`src/rtl/dalf_pkg.sv`:
```
package dalf_pkg;

    localparam int VALUE_W        = 32;
    localparam int CMD_W          = 8;
    localparam int BYTE_W         = 8;
    localparam int CONV_DIGITS    = 10;
    localparam int BCD_W          = 4 * CONV_DIGITS;
    localparam int BITS_PER_STAGE = 8;
    localparam int N_STAGES       = VALUE_W / BITS_PER_STAGE;
    localparam int DIGITS_DEFAULT = 10;
    localparam int DIGITS_MAX     = 20;

    localparam logic [CMD_W-1:0]  CMD_THRESHOLD = 8'h80;
    localparam logic [BYTE_W-1:0] ASCII_ZERO    = 8'd48;
    localparam logic [BYTE_W-1:0] ASCII_NINE    = 8'd57;

    // Input word: cursor command and the value to print.
    typedef struct packed {
        logic [CMD_W-1:0]   cursor_cmd;
        logic [VALUE_W-1:0] value;
    } t_in_word;

    // Output word: one display byte.
    typedef struct packed {
        logic              is_command;
        logic [BYTE_W-1:0] out_byte;
        logic              last;
    } t_out_word;

    // Word moving through the conversion stages.
    typedef struct packed {
        logic [CMD_W-1:0]   cmd;
        logic [VALUE_W-1:0] bits;
        logic [BCD_W-1:0]   bcd;
    } t_conv;

    // One shift-and-add-3 step: correct every digit of five or more, then shift in one bit.
    function automatic logic [BCD_W-1:0] dabble_step(input logic [BCD_W-1:0] bcd,
                                                      input logic in_bit);
        logic [BCD_W-1:0] adj;
        adj = bcd;
        for (int d = 0; d < CONV_DIGITS; d++) begin
            if (adj[4*d +: 4] >= 4'd5) begin
                adj[4*d +: 4] = adj[4*d +: 4] + 4'd3;
            end
        end
        return {adj[BCD_W-2:0], in_bit};
    endfunction

endpackage

```
`src/rtl/dalf_dabble_stage.sv`:
```
module dalf_dabble_stage
    import dalf_pkg::*;
(
    input  logic  i_clk,
    input  logic  i_rst_n,
    input  logic  i_valid,
    output logic  o_stall,
    input  t_conv i_data,
    output logic  o_valid,
    input  logic  i_stall,
    output t_conv o_data
);

    logic  r_valid;
    t_conv r_data;
    t_conv n_data;
    logic  advance;

    // The stage moves when it is empty or its word is being taken.
    assign advance = !r_valid || !i_stall;
    assign o_stall = !advance;

    // Shift the next group of value bits into the decimal digits, MSB first.
    always_comb begin
        n_data = i_data;
        for (int b = 0; b < BITS_PER_STAGE; b++) begin
            n_data.bcd  = dabble_step(n_data.bcd, n_data.bits[VALUE_W-1]);
            n_data.bits = {n_data.bits[VALUE_W-2:0], 1'b0};
        end
    end

    always_ff @(posedge i_clk) begin
        if (!i_rst_n) begin
            r_valid <= 1'b0;
        end else if (advance) begin
            r_valid <= i_valid;
            if (i_valid) begin
                r_data <= n_data;
            end
        end
    end

    assign o_valid = r_valid;
    assign o_data  = r_data;

endmodule

```
`src/rtl/dalf_scan.sv`:
```
module dalf_scan
    import dalf_pkg::*;
#(
    parameter int DIGITS = DIGITS_DEFAULT,
    localparam int IW    = (DIGITS > 1) ? $clog2(DIGITS) : 1
) (
    input  logic                  i_clk,
    input  logic                  i_rst_n,
    input  logic                  i_valid,
    output logic                  o_stall,
    input  t_conv                 i_data,
    output logic                  o_valid,
    input  logic                  i_stall,
    output logic [CMD_W-1:0]      o_cmd,
    output logic [DIGITS-1:0][3:0] o_digits,
    output logic [IW-1:0]         o_top
);

    localparam int EXT_W = ((DIGITS > CONV_DIGITS) ? DIGITS : CONV_DIGITS) * 4;

    logic                   r_valid;
    logic [CMD_W-1:0]       r_cmd;
    logic [DIGITS-1:0][3:0] r_digits;
    logic [IW-1:0]          r_top;
    logic [EXT_W-1:0]       bcd_ext;
    logic [DIGITS-1:0][3:0] n_digits;
    logic [IW-1:0]          n_top;
    logic                   advance;

    assign advance = !r_valid || !i_stall;
    assign o_stall = !advance;

    // Keep the low DIGITS decimal places; places above the converter read as zero.
    assign bcd_ext  = EXT_W'(i_data.bcd);
    assign n_digits = bcd_ext[DIGITS*4-1:0];

    // Find the most significant nonzero place; zero prints as a single digit.
    always_comb begin
        n_top = '0;
        for (int k = 0; k < DIGITS; k++) begin
            if (n_digits[k] != 4'd0) begin
                n_top = IW'(k);
            end
        end
    end

    always_ff @(posedge i_clk) begin
        if (!i_rst_n) begin
            r_valid <= 1'b0;
        end else if (advance) begin
            r_valid <= i_valid;
            if (i_valid) begin
                r_cmd    <= i_data.cmd;
                r_digits <= n_digits;
                r_top    <= n_top;
            end
        end
    end

    assign o_valid  = r_valid;
    assign o_cmd    = r_cmd;
    assign o_digits = r_digits;
    assign o_top    = r_top;

endmodule

```
`src/rtl/dalf_serializer.sv`:
```
module dalf_serializer
    import dalf_pkg::*;
#(
    parameter int DIGITS = DIGITS_DEFAULT,
    localparam int IW    = (DIGITS > 1) ? $clog2(DIGITS) : 1
) (
    input  logic                   i_clk,
    input  logic                   i_rst_n,
    input  logic                   i_valid,
    output logic                   o_stall,
    input  logic [CMD_W-1:0]       i_cmd,
    input  logic [DIGITS-1:0][3:0] i_digits,
    input  logic [IW-1:0]          i_top,
    output logic                   o_valid,
    input  logic                   i_stall,
    output t_out_word              o_word
);

    logic                   r_valid;
    t_out_word              r_word;
    logic                   r_more;
    logic [IW-1:0]          r_idx;
    logic [DIGITS-1:0][3:0] r_digits;
    logic                   advance;
    logic [BYTE_W-1:0]      held_char;
    logic [BYTE_W-1:0]      load_char;

    // The output register moves when empty or taken; a new run loads only after the last byte.
    assign advance = !r_valid || !i_stall;
    assign o_stall = !(advance && !r_more);

    assign held_char = ASCII_ZERO + {4'd0, r_digits[r_idx]};
    assign load_char = ASCII_ZERO + {4'd0, i_digits[i_top]};

    always_ff @(posedge i_clk) begin
        if (!i_rst_n) begin
            r_valid <= 1'b0;
            r_more  <= 1'b0;
        end else if (advance) begin
            if (r_more) begin
                // Next digit of the run in progress.
                r_valid           <= 1'b1;
                r_word.is_command <= 1'b0;
                r_word.out_byte   <= held_char;
                r_word.last       <= (r_idx == '0);
                r_more            <= (r_idx != '0);
                r_idx             <= r_idx - IW'(1);
            end else if (i_valid) begin
                r_valid  <= 1'b1;
                r_digits <= i_digits;
                if (i_cmd >= CMD_THRESHOLD) begin
                    // The command goes first; all digits follow.
                    r_word.is_command <= 1'b1;
                    r_word.out_byte   <= i_cmd;
                    r_word.last       <= 1'b0;
                    r_more            <= 1'b1;
                    r_idx             <= i_top;
                end else begin
                    r_word.is_command <= 1'b0;
                    r_word.out_byte   <= load_char;
                    r_word.last       <= (i_top == '0);
                    r_more            <= (i_top != '0);
                    r_idx             <= i_top - IW'(1);
                end
            end else begin
                r_valid <= 1'b0;
            end
        end
    end

    assign o_valid = r_valid;
    assign o_word  = r_word;

endmodule

```
`src/rtl/decimal_ascii_lcd_formatter_core.sv`:
```
// Decimal formatter for a character display. Each input word carries a cursor command and a
// 32-bit unsigned value; the block sends the command first (marked as a command) when it is
// 0x80 or higher, then the ASCII decimal digits of the value, most significant first, with
// leading zeros dropped, so zero prints as one '0'. Only the low DIGITS decimal places are
// printed. The last byte of each run carries the last flag. Conversion runs in four
// shift-and-add-3 stages of eight bits each, then a digit scan stage, then an output register.
// The pipeline takes a new word every cycle until the output serializer backs it up: the
// serializer sends one byte per cycle while the output is not stalled, and loads a new word
// only after the last byte of its run; a run has from 1 up to DIGITS + 1 bytes (eleven at the
// default). The block keeps no state between words.
module decimal_ascii_lcd_formatter_core
    import dalf_pkg::*;
#(
    parameter int DIGITS = DIGITS_DEFAULT
) (
    input  logic      i_clk,
    input  logic      i_rst_n,
    input  logic      i_valid,
    output logic      o_stall,
    input  t_in_word  i_word,
    output logic      o_valid,
    input  logic      i_stall,
    output t_out_word o_word
);

    localparam int IW = (DIGITS > 1) ? $clog2(DIGITS) : 1;

    logic  [N_STAGES:0] st_valid;
    logic  [N_STAGES:0] st_stall;
    t_conv [N_STAGES:0] st_data;

    logic                   scan_valid;
    logic                   scan_stall;
    logic [CMD_W-1:0]       scan_cmd;
    logic [DIGITS-1:0][3:0] scan_digits;
    logic [IW-1:0]          scan_top;

    // Entry into the conversion chain: empty digits, value bits still to shift in.
    assign st_valid[0]     = i_valid;
    assign o_stall         = st_stall[0];
    assign st_data[0].cmd  = i_word.cursor_cmd;
    assign st_data[0].bits = i_word.value;
    assign st_data[0].bcd  = '0;

    // Binary to decimal conversion, eight bits per stage.
    for (genvar s = 0; s < N_STAGES; s++) begin : g_conv
        dalf_dabble_stage u_stage (
            .i_clk   (i_clk),
            .i_rst_n (i_rst_n),
            .i_valid (st_valid[s]),
            .o_stall (st_stall[s]),
            .i_data  (st_data[s]),
            .o_valid (st_valid[s+1]),
            .i_stall (st_stall[s+1]),
            .o_data  (st_data[s+1])
        );
    end

    dalf_scan #(
        .DIGITS (DIGITS)
    ) u_scan (
        .i_clk    (i_clk),
        .i_rst_n  (i_rst_n),
        .i_valid  (st_valid[N_STAGES]),
        .o_stall  (st_stall[N_STAGES]),
        .i_data   (st_data[N_STAGES]),
        .o_valid  (scan_valid),
        .i_stall  (scan_stall),
        .o_cmd    (scan_cmd),
        .o_digits (scan_digits),
        .o_top    (scan_top)
    );

    dalf_serializer #(
        .DIGITS (DIGITS)
    ) u_ser (
        .i_clk    (i_clk),
        .i_rst_n  (i_rst_n),
        .i_valid  (scan_valid),
        .o_stall  (scan_stall),
        .i_cmd    (scan_cmd),
        .i_digits (scan_digits),
        .i_top    (scan_top),
        .o_valid  (o_valid),
        .i_stall  (i_stall),
        .o_word   (o_word)
    );

endmodule

```
`config.mk`:
```
export PLATFORM = sky130hd
export DESIGN_NAME = decimal_ascii_lcd_formatter_core
export DESIGN_NICKNAME = d
export VERILOG_FILES = /design/src/rtl/dalf_pkg.sv /design/src/rtl/dalf_dabble_stage.sv /design/src/rtl/dalf_scan.sv /design/src/rtl/dalf_serializer.sv /design/src/rtl/decimal_ascii_lcd_formatter_core.sv
export SDC_FILE = /design/constraint.sdc
export NUM_CORES = 1
export LEC_CHECK = 0
export ABC_AREA = 0
export BUFFER_PORTS_ARGS = -buffer_cell sky130_fd_sc_hd__buf_2
export CORE_AREA = 3 3 276 278
export CTS_BUF_LIST = sky130_fd_sc_hd__clkbuf_4 sky130_fd_sc_hd__clkbuf_8 sky130_fd_sc_hd__clkbuf_16
export DETAILED_ROUTE_END_ITERATION = 10
export DIE_AREA = 0 0 279 281
export SLEW_MARGIN = 5
export SYNTH_ARGS = -nofsm -noshare
export SYNTH_HDL_FRONTEND = slang
export SYNTH_SLANG_ARGS = --single-unit
```
`constraint.sdc`:
```
create_clock -name i_clk -period 9.55 [get_ports i_clk]
set_input_delay 1.4325 -clock i_clk [delete_from_list [all_inputs] [get_ports i_clk]]
set_output_delay 1.4325 -clock i_clk [all_outputs]
set_load 0.1 [all_outputs]
```
==> results of run 1 <==
## synthesized netlist by cell type, types with 15 or more instances
library cell and instances:
sky130_fd_sc_hd__o21a_1 41, sky130_fd_sc_hd__xor2_1 32, sky130_fd_sc_hd__edfxtp_1 288, sky130_fd_sc_hd__a21oi_1 248
sky130_fd_sc_hd__a2bb2oi_1 17, sky130_fd_sc_hd__xnor2_1 70, sky130_fd_sc_hd__nand3b_1 24, sky130_fd_sc_hd__o22ai_1 32
sky130_fd_sc_hd__a22oi_1 20, sky130_fd_sc_hd__a21o_1 48, sky130_fd_sc_hd__a31oi_1 27, sky130_fd_sc_hd__o211a_1 17
sky130_fd_sc_hd__buf_2 18, sky130_fd_sc_hd__mux2_2 67, sky130_fd_sc_hd__nand2_1 282, sky130_fd_sc_hd__o21ai_1 59
sky130_fd_sc_hd__or3_1 28, sky130_fd_sc_hd__o211ai_1 40, sky130_fd_sc_hd__clkbuf_1 73, sky130_fd_sc_hd__inv_1 189
sky130_fd_sc_hd__and3_1 35, sky130_fd_sc_hd__nor4_1 15, sky130_fd_sc_hd__mux2i_1 118, sky130_fd_sc_hd__nor2b_1 50
sky130_fd_sc_hd__a21boi_0 21, sky130_fd_sc_hd__nand2b_1 77, sky130_fd_sc_hd__o21bai_1 31, sky130_fd_sc_hd__and2_1 50
sky130_fd_sc_hd__a211oi_1 65, sky130_fd_sc_hd__mux4_2 17, sky130_fd_sc_hd__a211o_1 32, sky130_fd_sc_hd__nand3_1 88
sky130_fd_sc_hd__o21ai_0 200, sky130_fd_sc_hd__nor2_1 313, sky130_fd_sc_hd__nor3_1 71, sky130_fd_sc_hd__ha_1 146
sky130_fd_sc_hd__or2_2 32
## registers in the layout, summed over array words and instances (netlist names)
signal                  count
u_ser.r_digits             40
u_ser.r_more                1
u_ser.o_word               10
u_scan.o_cmd                8
u_ser.r_idx                 4
g_conv.u_stage.o_valid      4
u_scan.o_digits            40
u_scan.o_valid              1
g_conv.u_stage.o_data     182
u_ser.o_valid               1
u_scan.o_top                4
## worst register-to-register path, delay by kind of cell, from the launching register on
family                   cells  cell delay, ns
AO/OA/AOI/OAI               10            2.51
buffers and inverters        4            0.50
adder cells (fa/ha/maj)      6            1.47
AND/OR/NAND/NOR              9            2.25
flip-flops                   1            0.45
multiplexers                 1            0.16
## area by class of cell
type / instances / share of cell area (%)
sequential: 295 / 27.6
clock buffer: 40 / 2.96
multi-input combinational: 2800 / 61.2
tap: 969 / 3.81
timing repair buffer: 68 / 1.17
inverter: 201 / 2.37
clock inverter: 26 / 0.916
## how the worst max path moves through the flow
| stage | start | endpoint | slack (ns) | cells after the start |
|---|---|---|---|---|
| global route | g_conv[2].u_stage.o_data[12] | g_conv[3].u_stage.o_data[18] | 1.18 | 33 |
| detailed placement | g_conv[2].u_stage.o_data[16] | g_conv[3].u_stage.o_data[32] | 2.01 | 30 |
| global placement | g_conv[2].u_stage.o_data[12] | g_conv[3].u_stage.o_data[18] | 2.27 | 33 |
| finish | g_conv[2].u_stage.o_data[16] | g_conv[3].u_stage.o_data[30] | 1.94 | 30 |
| CTS | g_conv[2].u_stage.o_data[16] | g_conv[3].u_stage.o_data[32] | 1.96 | 30 |
| floorplan | g_conv[2].u_stage.o_data[16] | g_conv[3].u_stage.o_data[30] | 2.76 | 30 |
## layer usage
| metal | vias up | track usage (%) |
|---|---|---|
| li1 | 12900 | - |
| met1 | 11300 | 20.2 |
| met2 | 284 | 24.2 |
| met3 | 44 | 1.61 |
| met4 | 0 | 3.03 |
| met5 | - | 0 |
## logic make-up after synthesis
| logic type | after synthesis |
|---|---|
| compound gates | 1179 |
| xor+xnor | 110 |
| fa+ha+maj | 152 |
| buf+inv | 298 |
| flops | 295 |
| mux | 216 |
| simple gates | 1143 |
## metrics by stage
stage	instance area [sq um]	setup WS [ns]	instances	hold slack, ns	util, %
6_report	31800	1.94	4399	0.416	42.9
3_3_place_gp	30600	2.27	4333	0.401	41.2
2_1_floorplan	29400	2.76	3393	0.400	-
3_5_place_dp	30600	2.01	4333	0.405	41.2
5_1_grt	31800	1.18	4399	0.423	42.9
4_1_cts	31800	1.96	4399	0.415	42.9
==> impl_summary.log, run 1 <==
[metrics] Hold Path Origin: g_conv[1].u_stage.o_data[59]
[metrics] synthesized flop and latch total: 295
[metrics] CP Launch Type: flop
[metrics] TritonCTS clock tree: done
[metrics] area share of fa/ha/maj cells after synthesis: around 6.4%
[metrics] fraction of the mapped netlist area in compound gates: 28.6%
[metrics] highest attainable clock frequency: 0.131 GHz
[metrics] H-tree level count: 2
[metrics] top routing layer used: met4
[metrics] Async S/R FF share, synth: 0%
[metrics] Reg2Reg Depth: 30
[metrics] vias in the first global route: between 20000 and 25000
[metrics] leading cell types in the layout, fill and taps excluded: 309 x sky130_fd_sc_hd__nor2_1, 288 x sky130_fd_sc_hd__edfxtp_1, 282 x sky130_fd_sc_hd__nand2_1
[metrics] Post-Route Skew: 0.0246 ns
[metrics] Seq. cell area: 8790 sq um
[metrics] number of rows created at floorplan: 100
[metrics] net count after synthesis: about 3600
[metrics] Routed Antenna Nets: 0
[metrics] critical path class: reg -> reg
[metrics] worst flop-to-flop path startpoint: g_conv[2].u_stage.o_data[16]
[metrics] dominant delay contributor by cell family on the critical path: compound AO/OA/AOI/OAI gates
[metrics] YS warnings: 0
[metrics] proportion of synthesized area in mux cells: 8.59%
[metrics] FF-to-FF setup slack: 1.94 ns
[metrics] number of ports placed on the die boundary: 56
[metrics] global-route wire length before repair: between 100 and 150 mm
[metrics] Num Clock Sinks: 295
[metrics] cell with the biggest individual delay on the critical path: sky130_fd_sc_hd__or4_1
[metrics] overall overflow remaining after global route: 0
[metrics] maxcap violations: 0
[metrics] post-synthesis xor/xnor area fraction: between 3 and 4%
[metrics] Initial Utilization: 39.6%
[metrics] vias per cell: 5.59
[metrics] Rel. slew slack: 34.7%
[metrics] post-layout minimum cycle time: 7.61 ns
[metrics] die outline width: around 280 microns
[metrics] drc violations: 0
[metrics] top fanout value on the critical path: 10
[metrics] layout cells sized above 1: 11.2%
[metrics] actual slew at the worst max-slew pin: 0.975 ns
[metrics] TritonCTS Buffers: 36
[metrics] number of antenna violations at the first check in global routing: 0
[metrics] final hold violations: 0
[metrics] met2 WL post-DR: between 20 and 30 mm
[metrics] number of setup violations in the final report: 0
[metrics] DRC marker count from the first detailed-route iteration: between 1500 and 2000
[metrics] Critical Path AT: 7.90 ns
[metrics] type of the most critical hold path: reg -> reg
[metrics] DPL Wire Length: 43.5 mm
[metrics] number of synthesized flops with an enable pin: between 200 and 300
[metrics] most used flip-flop cell after synthesis: sky130_fd_sc_hd__edfxtp_1
[metrics] number of buffers inserted for hold repair after clock tree synthesis: 0
[metrics] endpoint required time on the critical path: 9.84 ns
[metrics] RSZ-0062 raised after global routing: no
[metrics] total wire length after detailed routing: 58.1 mm
[metrics] stage delay of the slowest cell on the critical path: 0.49 ns
[metrics] Syn-to-layout area delta: 8.35%
[metrics] layout filler cell count: 7307
[metrics] WL/cell: between 10 and 15 microns
[metrics] maximum number of pins on one net before global-route repair: 53
[metrics] setup fix buffers added after clock tree synthesis: 0
[metrics] clock tree root buffer cell: sky130_fd_sc_hd__clkbuf_16
[metrics] Mean Syn Cell Area: 8.66 sq um
[metrics] synth unique cells: 130
[metrics] number of nets in the layout: 3592
[metrics] GRT Resource Usage Total: 14.5%
[metrics] router iterations before antenna repair: 5
[metrics] number of instances in the synthesized netlist: 3393
[metrics] sum of met3 wire segment lengths after detailed routing: 1.60 mm
[metrics] leading cell types by total area after synthesis: sky130_fd_sc_hd__edfxtp_1 29%, sky130_fd_sc_hd__ha_1 6.2%, sky130_fd_sc_hd__a21oi_1 4.2%
[metrics] crit-path most repeated cell: sky130_fd_sc_hd__ha_1
[metrics] floorplan core area: 74200 sq um
[metrics] worst path buffer plus inverter count: 4
[metrics] dominant combinational cell family by area after synthesis: compound AO/OA/AOI/OAI gates
[metrics] hold path endpoint: g_conv[2].u_stage.o_data[67]
[metrics] port bufs: 55
[metrics] proportion of synthesized chip area in sequential cells: about 30%
[metrics] Placer Congestion: slightly above 0.8
[metrics] Worst-path clk slew: 0.06 ns
[metrics] final-report max-slew violation count: 0
[metrics] summed negative setup slack over all endpoints: 0 ns
[metrics] Hold Path Depth: 0
[metrics] final period utilization: 79.7%
[metrics] post-synth design cell area: 29400 sq um
[metrics] total number of vias: 24600
[metrics] Total Die Area: 78400 sq um
[metrics] area fraction of the dominant cell type after synthesis: 29.4%
[metrics] most common library cell in the layout ignoring fill and taps: sky130_fd_sc_hd__nor2_1
[metrics] M1 wire length: approximately 30 mm
[metrics] antenna cell count: 0
[metrics] area of combinational cells with multiple inputs: 19500 sq um
[metrics] Reg-to-Reg End: g_conv[3].u_stage.o_data[30]
[metrics] number of resized instances in the post-cts repair step: 0
[metrics] floorplan die height: 281 microns
[metrics] result of the run: complete, no violations
[metrics] endpoint kind of the worst setup timing path: flop
[metrics] clk_lat worst skew: between 0.5 and 0.6 ns
[metrics] area share of and/or/nand/nor cells after synthesis: between 10% and 20%
[metrics] dominant cell type by area after synthesis: sky130_fd_sc_hd__edfxtp_1
[metrics] CTS max path bufs: 3
Power of run 1 is not shown: default switching activity piles up to over one toggle a cycle in this logic, so the estimate is an artifact.
==> run 2, diff against run 1 <==
==> constraint.sdc (replaced) <==
create_clock -name i_clk -period 6.7 [get_ports i_clk]
set_input_delay 1.005 -clock i_clk [delete_from_list [all_inputs] [get_ports i_clk]]
set_output_delay 1.005 -clock i_clk [all_outputs]
set_load 0.1 [all_outputs]
==> run 2 against run 1 <==
  * Hold slack worse by 0.0036 ns
  * Cell count up 4.3%
  * Via count up 2.9%
  * Critical path depth up 7
  * Routed wire length up 4.1%
  * Register-to-register slack worse by 1.7 ns
  * Setup slack worse by 1.7 ns
  * Global-route usage up 0.23 points
  * Critical path type unchanged
  * Largest cell class unchanged
==> impl_summary.log, run 2 (synthesized netlist as in run 1, its figures left out) <==
[metrics] most common library cell in the layout ignoring fill and taps: sky130_fd_sc_hd__nor2_1 (unchanged)
[metrics] number of ports placed on the die boundary: 56 (unchanged)
[metrics] worst flop-to-flop path startpoint: g_conv[2].u_stage.o_data[25] (was g_conv[2].u_stage.o_data[16])
[metrics] Total Die Area: 78400 sq um (unchanged)
[metrics] end point of the critical path: g_conv[3].u_stage.o_data[38] (was g_conv[3].u_stage.o_data[30])
[metrics] critical path class: reg -> reg (unchanged)
[metrics] CP Launch Type: flop (unchanged)
[metrics] Reg-to-Reg End: g_conv[3].u_stage.o_data[38] (was g_conv[3].u_stage.o_data[30])
[metrics] final period utilization: 96.1% (was 79.7%)
[metrics] layout cells sized above 1: 20.8% (was 11.2%)
[metrics] port bufs: 55 (unchanged)
[metrics] type of the most critical hold path: reg -> reg (unchanged)
[metrics] Worst-path clk slew: 0.06 ns (about the same)
[metrics] Placer Congestion: 0.823 (was 0.825)
[metrics] FF-to-FF setup slack: 0.26 ns (was 1.94 ns)
[metrics] setup ws final: 0.260 ns (was 1.94 ns)
[metrics] total number of vias: 25300 (was 24600)
[metrics] number of buffers inserted for hold repair after clock tree synthesis: 0 (unchanged)
[metrics] clk_lat worst skew: 0.57 ns (was 0.56 ns)
[metrics] number of antenna violations at the first check in global routing: 0 (unchanged)
[metrics] RSZ-0062 raised after global routing: yes (was no)
[metrics] result of the run: complete, no violations (unchanged)
[metrics] maximum number of pins on one net before global-route repair: 53 (unchanged)
[metrics] vias per cell: 5.52 (was 5.59)
[metrics] floorplan die height: 281 microns (unchanged)
[metrics] global routing usage on met3: 1.75% (was 1.61%)
[metrics] pre-CTS WS: -0.123 ns (was 2.01 ns)
[metrics] vias in the first global route: 22600 (was 22300)
[metrics] layout filler cell count: 7111 (was 7307)
[metrics] global-route wire length before repair: 102 mm (was 101 mm)
[metrics] final-report max-slew violation count: 0 (unchanged)
[metrics] Hold Path Depth: 0 (unchanged)
[metrics] TritonCTS Buffers: 38 (was 36)
[metrics] leading cell types in the layout, fill and taps excluded: 291 x sky130_fd_sc_hd__nor2_1, 288 x sky130_fd_sc_hd__edfxtp_1, 273 x sky130_fd_sc_hd__nand2_1 (was 309 x sky130_fd_sc_hd__nor2_1, 288 x sky130_fd_sc_hd__edfxtp_1, 282 x sky130_fd_sc_hd__nand2_1)
[metrics] floorplan core area: 74200 sq um (unchanged)
[metrics] drc violations: 0 (unchanged)
[metrics] router iterations before antenna repair: 5 (unchanged)
[metrics] startpoint of the worst setup timing path: g_conv[2].u_stage.o_data[25] (was g_conv[2].u_stage.o_data[16])
[metrics] Initial Utilization: 39.6% (unchanged)
[metrics] met2 Track Usage GR: 24.3% (was 24.2%)
[metrics] antenna cell count: 0 (unchanged)
[metrics] DRC marker count from the first detailed-route iteration: 1357 (was 1522)
[metrics] overall overflow remaining after global route: 0 (unchanged)
[metrics] cell with the biggest individual delay on the critical path: sky130_fd_sc_hd__edfxtp_1 (was sky130_fd_sc_hd__or4_1)
[metrics] number of nets in the layout: 3784 (was 3592)
[metrics] endpoint required time on the critical path: 6.99 ns (was 9.84 ns)
[metrics] TritonCTS clock tree: done (unchanged)
[metrics] GRT Resource Usage Total: 14.7% (was 14.5%)
[metrics] post-route cell area: 34300 sq um (was 31800 sq um)
[metrics] actual slew at the worst max-slew pin: 0.917 ns (was 0.975 ns)
[metrics] Num Clock Sinks: 295 (unchanged)
[metrics] total wire length after detailed routing: 60.5 mm (was 58.1 mm)
[metrics] final hold violations: 0 (unchanged)
[metrics] Critical Path AT: 6.73 ns (was 7.90 ns)
[metrics] number of flip-flops in the largest register: 182 (unchanged)
[metrics] endpoint kind of the worst setup timing path: flop (unchanged)
[metrics] area post-placement: 31500 sq um (was 30600 sq um)
[metrics] Rel. slew slack: 38.9% (was 34.7%)
[metrics] WL/cell: 13.2 microns (about the same)
[metrics] highest attainable clock frequency: 0.155 GHz (was 0.131 GHz)
[metrics] DPL Wire Length: 43.9 mm (was 43.5 mm)
[metrics] Reg2Reg Depth: 37 (was 30)
[metrics] top fanout value on the critical path: 4 (was 10)
[metrics] maxcap violations: 0 (unchanged)
[metrics] Routed Antenna Nets: 0 (unchanged)
[metrics] stage delay of the slowest cell on the critical path: 0.40 ns (was 0.49 ns)
[metrics] number of setup violations in the final report: 0 (unchanged)
[metrics] die outline width: 279 microns (unchanged)
[metrics] H-tree level count: 2 (unchanged)
[metrics] number of rows created at floorplan: 100 (unchanged)
[metrics] CTS max path bufs: 3 (unchanged)
[metrics] Global Route met1 Usage: 20.6% (was 20.2%)
[metrics] post-layout minimum cycle time: 6.44 ns (was 7.61 ns)
[metrics] Post-Route Skew: 0.0271 ns (was 0.0246 ns)
[metrics] clock tree root buffer cell: sky130_fd_sc_hd__clkbuf_16 (unchanged)
[metrics] highest-utilization routing layer at the global route stage: met2 (unchanged)
[metrics] Syn-to-layout area delta: 16.7% (was 8.35%)
[run 2: repair_timing]
item | CTS | global route
setup endpoints to repair | 14 | 73
gates resized for setup | 10 | 230
pin swaps | 1 | 64
setup buffers | 3 | 65
[run 2: worst min-delay path by stage]
| stage | start | endpoint | slack [ns] |
|---|---|---|---|
| 6_report | g_conv[0].u_stage.o_data[57] | g_conv[1].u_stage.o_data[65] | 0.41 |
| 5_1_grt | g_conv[3].u_stage.o_data[78] | u_scan.o_cmd[6] | 0.41 |
| 4_1_cts | g_conv[3].u_stage.o_data[74] | u_scan.o_cmd[2] | 0.41 |
| 3_5_place_dp | g_conv[1].u_stage.o_data[59] | g_conv[2].u_stage.o_data[67] | 0.40 |
| 3_3_place_gp | g_conv[1].u_stage.o_data[57] | g_conv[2].u_stage.o_data[65] | 0.40 |
| 2_1_floorplan | g_conv[0].u_stage.o_data[64] | g_conv[1].u_stage.o_data[0] | 0.40 |
[run 2: critical path: cells and delay by family, from the launching register on]
family                   cells  cell delay [ns]
AO/OA/AOI/OAI               11             1.66
XOR/XNOR                     1             0.17
adder cells (fa/ha/maj)      6             1.13
buffers and inverters        6             0.66
flip-flops                   1             0.40
multiplexers                 2             0.20
AND/OR/NAND/NOR             11             1.93
[run 2: per-layer routing]
layer	routed length [microns]	share of wire, %
met4	913	1.5
met1	30200	50
met5	0	0
met3	1630	2.7
met2	27800	46
[run 2: final cells by class]
cell class	count	area [sq um]	area share, %
clock inverters	22	216	0.631
repair buffers	258	1800	5.25
well taps	969	1210	3.54
inverters	201	754	2.20
flip-flops and latches	295	8790	25.6
clock buffers	45	1000	2.93
multi-input cells	2800	20500	59.8
[run 2: stage by stage]
| stage | hold slack (ns) | setup TNS, ns | instances | utilization (%) |
|---|---|---|---|---|
| 2_1_floorplan | 0.400 | 0 | 3393 | - |
| 3_3_place_gp | 0.400 | 0 | 4454 | 42.5 |
| 3_5_place_dp | 0.405 | -0.217 | 4454 | 42.5 |
| 4_1_cts | 0.414 | 0 | 4524 | 44.2 |
| 5_1_grt | 0.413 | -1.91 | 4590 | 46.2 |
| 6_report | 0.412 | 0 | 4590 | 46.2 |
Power of run 2 is left out for the same reason.
